[src/rtl/pvm_pkg.sv]
// Shared types and constants of the PCM voice mixer.
`default_nettype none
package pvm_pkg;
  localparam int MaxVoices   = 16;
  localparam int NumTypes    = 16;
  localparam int SampleDepth = 4096;
  localparam int DelayBits   = 11;
  localparam int SlotW  = $clog2(MaxVoices);
  localparam int CntW   = $clog2(MaxVoices + 1);
  localparam int TypeW  = 4;
  localparam int AddrW  = $clog2(SampleDepth);
  localparam int LenW   = AddrW + 1;
  localparam int PosW   = (LenW > DelayBits ? LenW : DelayBits) + 1;
  localparam int StoreW = TypeW + AddrW;
  localparam int SumW   = 8 + CntW + 2;
  localparam logic [7:0] MidLevel = 8'd128;

  typedef enum logic [2:0] {
    OpTick = 3'd0, OpStart = 3'd1, OpStopType = 3'd2,
    OpStopAll = 3'd3, OpWrite = 3'd4, OpLength = 3'd5,
    OpNop6 = 3'd6, OpNop7 = 3'd7
  } op_e;

  typedef enum logic [1:0] {
    StOk = 2'd0, StFull = 2'd1, StNoSample = 2'd2
  } status_e;

  typedef enum logic [3:0] {
    SIdle, STickRead, STickAcc, SStealScan, SStealDrop, SStart,
    SStopScan, SStopAll, SCompact, SDone
  } state_e;

  // Commands from the controller to the datapath.
  typedef struct packed {
    logic       load;       // capture the input beat
    logic       clr_scan;   // scan pointer to zero
    logic       scan_inc;
    logic       tick_read;  // issue store read for slot at scan
    logic       tick_acc;   // accumulate / advance / mark retire
    logic       steal_eval; // compare slot at scan for steal
    logic       steal_mark; // mark picked slot for removal
    logic       start_push;
    logic       stop_mark;  // mark slot at scan if same type
    logic       stop_all;
    logic       compact;    // shift one marked slot out
    logic       write_cfg;  // write / length ops, stop-type count clear
    logic       finish;     // load output register
    logic       set_full;
    logic       set_nosample;
  } cmd_t;

  typedef struct packed {
    op_e        op;
    logic       scan_end;   // scan pointer reached live count
    logic       len_zero;   // length of addressed type is zero
    logic       at_limit;   // steal due
    logic       table_full;
    logic       any_marked;
  } stat_t;
endpackage
`default_nettype wire

[src/rtl/pvm_ctrl.sv]
// Controller state machine of the PCM voice mixer.
`default_nettype none
module pvm_ctrl (
  input  wire logic           clk_i,
  input  wire logic           rst_ni,
  input  wire logic           in_valid_i,
  output logic                in_stall_o,
  input  wire logic           out_busy_i,
  input  wire pvm_pkg::stat_t st_i,
  output pvm_pkg::cmd_t       cmd_o
);
  pvm_pkg::state_e state_q, state_d;

  assign in_stall_o = (state_q != pvm_pkg::SIdle);

  always_ff @(posedge clk_i or negedge rst_ni) begin
    if (!rst_ni) begin
      state_q <= pvm_pkg::SIdle;
    end else begin
      state_q <= state_d;
    end
  end

  always_comb begin
    state_d = state_q;
    case (state_q)
      pvm_pkg::SIdle: begin
        if (in_valid_i) state_d = pvm_pkg::SDone;
        if (in_valid_i) begin
          case (st_i.op)
            pvm_pkg::OpTick:     state_d = pvm_pkg::STickRead;
            pvm_pkg::OpStart:    state_d = pvm_pkg::SStealScan;
            pvm_pkg::OpStopType: state_d = pvm_pkg::SStopScan;
            pvm_pkg::OpStopAll:  state_d = pvm_pkg::SStopAll;
            default:             state_d = pvm_pkg::SDone;
          endcase
        end
      end
      pvm_pkg::STickRead: state_d = st_i.scan_end ? pvm_pkg::SCompact : pvm_pkg::STickAcc;
      pvm_pkg::STickAcc:  state_d = pvm_pkg::STickRead;
      pvm_pkg::SStealScan: begin
        if (st_i.len_zero || !st_i.at_limit) state_d = pvm_pkg::SStart;
        else if (st_i.scan_end) state_d = pvm_pkg::SStealDrop;
      end
      pvm_pkg::SStealDrop: state_d = st_i.any_marked ? pvm_pkg::SStealDrop : pvm_pkg::SStart;
      pvm_pkg::SStart:     state_d = pvm_pkg::SDone;
      pvm_pkg::SStopScan:  state_d = st_i.scan_end ? pvm_pkg::SCompact : pvm_pkg::SStopScan;
      pvm_pkg::SStopAll:   state_d = pvm_pkg::SDone;
      pvm_pkg::SCompact:   state_d = st_i.any_marked ? pvm_pkg::SCompact : pvm_pkg::SDone;
      pvm_pkg::SDone:      state_d = out_busy_i ? pvm_pkg::SDone : pvm_pkg::SIdle;
      default:             state_d = pvm_pkg::SIdle;
    endcase
  end

  always_comb begin
    cmd_o = '0;
    case (state_q)
      pvm_pkg::SIdle: begin
        cmd_o.load     = in_valid_i;
        cmd_o.clr_scan = 1'b1;
      end
      pvm_pkg::STickRead: cmd_o.tick_read = !st_i.scan_end;
      pvm_pkg::STickAcc: begin
        cmd_o.tick_acc = 1'b1;
        cmd_o.scan_inc = 1'b1;
      end
      pvm_pkg::SStealScan: begin
        if (st_i.len_zero) begin
          cmd_o.set_nosample = 1'b1;
        end else if (st_i.at_limit) begin
          if (st_i.scan_end) cmd_o.steal_mark = 1'b1;
          else begin
            cmd_o.steal_eval = 1'b1;
            cmd_o.scan_inc   = 1'b1;
          end
        end
      end
      pvm_pkg::SStealDrop: cmd_o.compact = st_i.any_marked;
      pvm_pkg::SStart: begin
        if (!st_i.len_zero) begin
          if (st_i.table_full) cmd_o.set_full = 1'b1;
          else cmd_o.start_push = 1'b1;
        end
      end
      pvm_pkg::SStopScan: begin
        if (!st_i.scan_end) begin
          cmd_o.stop_mark = 1'b1;
          cmd_o.scan_inc  = 1'b1;
        end
      end
      pvm_pkg::SStopAll: cmd_o.stop_all = 1'b1;
      pvm_pkg::SCompact: cmd_o.compact = st_i.any_marked;
      pvm_pkg::SDone: begin
        cmd_o.finish    = !out_busy_i;
        cmd_o.write_cfg = !out_busy_i;
      end
      default: cmd_o = '0;
    endcase
  end
endmodule
`default_nettype wire

[config.mk]
export PLATFORM = sky130hd
export DESIGN_NAME = pvm_ctrl
export DESIGN_NICKNAME = d
export VERILOG_FILES = /design/src/rtl/pvm_pkg.sv /design/src/rtl/pvm_ctrl.sv
export SDC_FILE = /design/constraint.sdc
export NUM_CORES = 1
export LEC_CHECK = 0
export BUFFER_PORTS_ARGS = -buffer_cell sky130_fd_sc_hd__buf_2
export CAP_MARGIN = 5
export CORE_MARGIN = 1
export CORE_UTILIZATION = 38
export CTS_CLUSTER_SIZE = 12
export DETAILED_ROUTE_END_ITERATION = 8
export HOLD_SLACK_MARGIN = 0.1
export PLACE_DENSITY = 0.72
export SYNTH_ARGS = -nofsm -noshare
export SYNTH_HDL_FRONTEND = slang
export SYNTH_SLANG_ARGS = --single-unit
[constraint.sdc]
create_clock -name clk_i -period 1.35 [get_ports clk_i]
set_clock_uncertainty 0.1 [all_clocks]
set_input_delay 0.135 -clock clk_i [delete_from_list [all_inputs] [get_ports clk_i]]
set_output_delay 0.135 -clock clk_i [all_outputs]
set_load 0.01 [all_outputs]
* After elaboration in Yosys (flattened, before gate mapping)
Cells that the tools add are included.
Word-level totals: register bits 4, logic and storage cells 58, bits of input ports 12, output and inout port bits 16
Cells by class: equality and inequality tests 14, mux-type cells 33, reductions and logical operators 10
Operators with widths (number):
- $pmux W4 S9 | 1
- $mux W4 | 6
- $mux W1 | 19
- $eq A4 B3 Y1 const B | 4
- $pmux W4 S4 | 1
- $mux W2 | 5
- $eq A4 B2 Y1 const B | 2
- $eq A4 B4 Y1 const B | 2
- $eq A3 B2 Y1 const B | 2
- $eq A4 B1 Y1 const B | 1
- $logic_not A4 Y1 | 1
- $reduce_bool A4 Y1 | 1
- $reduce_or A2 Y1 | 2
- $eq A3 B1 Y1 const B | 1
- $logic_not A1 Y1 | 3
- $logic_not A3 Y1 | 1
- $ne A3 B3 Y1 const B | 1
- $pmux W1 S3 | 1
- $ne A2 B2 Y1 const B | 1
- $reduce_and A2 Y1 | 1
- $logic_or A1 B1 Y1 | 1

* Depth between registers and ports, before layout
depth in word-level cells 4, gate-level depth with buffers 6, mapped depth without buffers 5

* Worst setup path before layout
OpenSTA, ideal clock, no wires.
path type reg-to-reg, start reg state_q[2], end reg state_q[3], required time 1.131 ns, stages on the path, launching flop included 7, arrival time 1.371 ns, slack -0.240 ns, clock period less this slack 1.590 ns, setup time 0.119 ns, buffers on the path 1, cell sequence dfrtp_1 buf_6 nor4_4 inv_2 o22ai_4 nor2_2 and2_1
On the way: cells in the longest elaborated chain, start to end 3, elaborated cells between the ends (all ways) 15, classes of those cells eq/ne: 11; mux: 1; reduce/logical: 3
Ends and longest elaborated chain:
- start: declaration | RTL line pvm_ctrl.sv:12 | pvm_pkg::state_e state_q, state_d;
- start signal: assignment | RTL line pvm_ctrl.sv:18 | state_q <= pvm_pkg::SIdle;
- start signal: assignment | RTL line pvm_ctrl.sv:20 | state_q <= state_d;
- $eq A4 B3 Y1, or another cell as far along | RTL line pvm_ctrl.sv:26 | case (state_q)
- $reduce_or A2 Y1 (no line), or another cell as far along
- $pmux W4 S9 / $reduce_and A2 Y1 (equally long branches)
Parallel ways exist; a longest one is shown, timed or not. A chain may end at the register's enable or synchronous reset.

==> impl_metrics.yaml <==
cells_and_area:
  finalInstanceArea_um2: 1250
  reg_top3: "state_q (4)"
  diodes: 0
  syn_to_final_growth_pct: 137
  drive_above_1_share_pct: 76.0
  largest_reg_flops: 4
  fin_util_pct: 95.9
  register_area_um2: 103
  layout.nets: 143
  instances_no_fill: 144
  multiInputGateArea_um2: 538
  largest-register: "state_q"
  fill_cells: 32
clocking:
  clockRootBuffer: "clkbuf_4"
  cts_max_level: 1
  numClockSinks: 4
  cts_buffer_depth: 2
  clock_latency_ns: 0.25
  cts.clk_slew.worst_paths_ns: 0.04
  cts_tree: "yes"
  cts_buffers: 3
placement:
  pre_cts_ws_ns: -0.234
  place.gp.congestion: 0.784
  place_area_um2: 807
  dp.cells: 116
  port_buffers: 27
  hpwl_um: 1350
grt:
  grt_max_degree: 8
  met2_usage_pct: 56.7
  grt_use_met3_pct: 6.36
  grt_pass1_wl_um: 3100
  met1_usage_pct: 33.0
  first_global_vias: 695
  grt_remaining_overflow: 0
  grt-busiest-layer: "met2"
  antenna_found_initial: 0
  track_usage_pct: 31.5
floorplan:
  initial_utilization_pct: 40.4
  core_um2: 1300
  fp.dieH_um: 39.2
  die_w_um: 39.2
  ios: 28
  fp.dieArea_um2: 1540
  rows: 13
yosys:
  synthFlopType: "dfrtp_1"
  syn_inst: 62
  ys_ff_latch: 4
  synth_edf_count: 0
  syn-num-nets: 74
  synth_cell_types: 35
  async_flop_share_pct: 100
  syn_area_um2: 526
  avgSynthCellArea_um2: 8.48
  synth_area_leaders: "dfrtp_1, nor4b_2, nand2b_1"
  synth_top_cell_area_share_pct: 19.0
  synth_largest_area_cell: "dfrtp_1"
  synth-seq-area-share_pct: 19.0
  yosysWarnings: 0
setup_path:
  end_kind: "primary output"
  arrival_ns: 1.54
  worst-path-max-fanout: 4
  start_kind: "register"
  crit_chain: "buf_4 > nor4_4 > buf_4 > and2_1 > buf_2"
  cpMaxStageDelayCell: "dfrtp_1"
  cp.required_ns: 1.12
  max_stage_delay_ns: 0.43
  path_class: "register to primary output"
  cp_common_cell: "buf_4"
timing:
  drv_slew: 0
  post-route-min-period_ns: 1.78
  setup_viol: 20
  post-route-period-util_pct: 132
  slew_headroom_pct: 80.8
  fin_ws_ns: -0.430
  hold_violations: 0
  fmax_ghz: 0.562
  worst-slew-pin-transition_ns: 0.286
  holdWs_ns: 0.139
  final.setup.tns_ns: -6.50
  rsz0062_at_grt: "yes"
power:
  power_mw: 2.95
  internal-power_mw: 1.61
  leakagePower_nw: 0.608
  swShare_pct: 45.3
  irDropWorstVdd_mv: 1.80
  power_density_nw_per_um2: 2360
  p_clk_share_pct: 5.6
  p_seq_share_pct: 9.8
  pwr-share-comb_pct: 84.5
  p_switching_mw: 1.34
hold_path:
  hold_path_class: "primary input to register"
status:
  outcome: "finished, violations left"
  violations: "setup timing"
detailed_routing:
  drc: 0
  drt_iter0_drc: 31
  routed_wl_um: 3050
  viasPerCell: 5.99
  drtPass1Iterations: 4
  ant_nets: 0
  wl_per_cell_um: 21.2
  vias: 863
flow_run:
  maxCapViolCount: 0
==> cell usage after synthesis (2+ instances only) <==
cell      n
a21oi_1   2
and2_1    3
and3_1    2
buf_2     2
buf_4     2
dfrtp_1   4
inv_1     5
nand2_1   2
nand2b_1  4
nor2_1    5
nor3_1    2
nor4_1    4
nor4b_2   2
o22ai_1   2
==> logic make-up (layout without fill, tap and decap cells) <==
| family | Yosys count | count (layout) | synth area share, % |
|---|---|---|---|
| AOI/OAI and AO/OA | 11 | 11 | 18.3 |
| xor gates and xnor gates | 1 | 1 | 1.67 |
| buffers and inverters | 11 | 78 | 11.2 |
| DFF | 4 | 4 | 19.0 |
| and+or+nand+nor | 35 | 35 | 49.8 |
==> final cells by class <==
type / count / share of cell area, %
Tap cell: 15 / 1.50
Clock buffer: 3 / 1.81
Sequential cell: 4 / 8.22
Timing Repair Buffer: 69 / 43.1
Multi-Input combinational cell: 47 / 43.1
Inverter: 6 / 2.21
==> power groups by stage <==
stage	registers (mW)	clock network (mW)	logic, mW
finish	0.290	0.166	2.49
CTS	0.289	0.167	2.00
global placement	0.268	0	1.35
global route	0.296	0.175	2.58
floorplan	0.225	0	0.925
detailed placement	0.277	0	1.38
==> repair_timing <==
action	CTS	global route
setup endpoints to repair	20	20
pin swaps	10	11
resized for setup	30	17
buffers inserted	14	10
hold endpoints to repair	4	0
hold buffers	1	0
cloned	1	0
==> cells in the final DEF, fill, tap and decap left out, types with 2 or more instances in the layout <==
| cell | netlist | routed |
|---|---|---|
| buf_4 | 2 | 25 |
| buf_2 | 2 | 23 |
| buf_6 | 1 | 20 |
| nor4_4 | 1 | 5 |
| inv_1 | 5 | 5 |
| nor2_1 | 5 | 4 |
| nand2b_4 | 0 | 3 |
| clkbuf_4 | 0 | 3 |
| nor2_2 | 1 | 2 |
| nor4b_4 | 0 | 2 |
| nor3_4 | 0 | 2 |
| and3_1 | 2 | 2 |
| and2_1 | 3 | 2 |
| a21oi_1 | 2 | 2 |
| dfrtp_1 | 4 | 2 |
| dfrtp_2 | 0 | 2 |
==> worst paths after layout <==
path / depth (start not counted) / startpoint / to / slack, ns
hold reg to reg: 2 / state_q[3] / state_q[2] / 0.64
hold / removal: 3 / in_valid_i / state_q[0] / 0.14
setup reg to reg: 7 / state_q[0] / state_q[3] / -0.36
min in group asynchronous: 2 / rst_ni / state_q[3] / 0.19
setup / recovery: 5 / state_q[0] / cmd_o[14] / -0.43
max in group asynchronous: 2 / rst_ni / state_q[1] / 0.83
==> routing by layer <==
metal,share of wire [%],wire length (µm),vias to the layer above
met1,34,1030,395
met4,8.4,255,0
met5,0,0,-
met2,49,1480,75
li1,-,-,361
met3,9.4,287,32
==> worst max-delay path, delay by kind of cell (launching register included) <==
family	cells	cell delay [ns]
simple gates	2	0.38
buf+inv	3	0.49
flops	1	0.43
No activity file was read; power rests on OpenSTA's default activity.
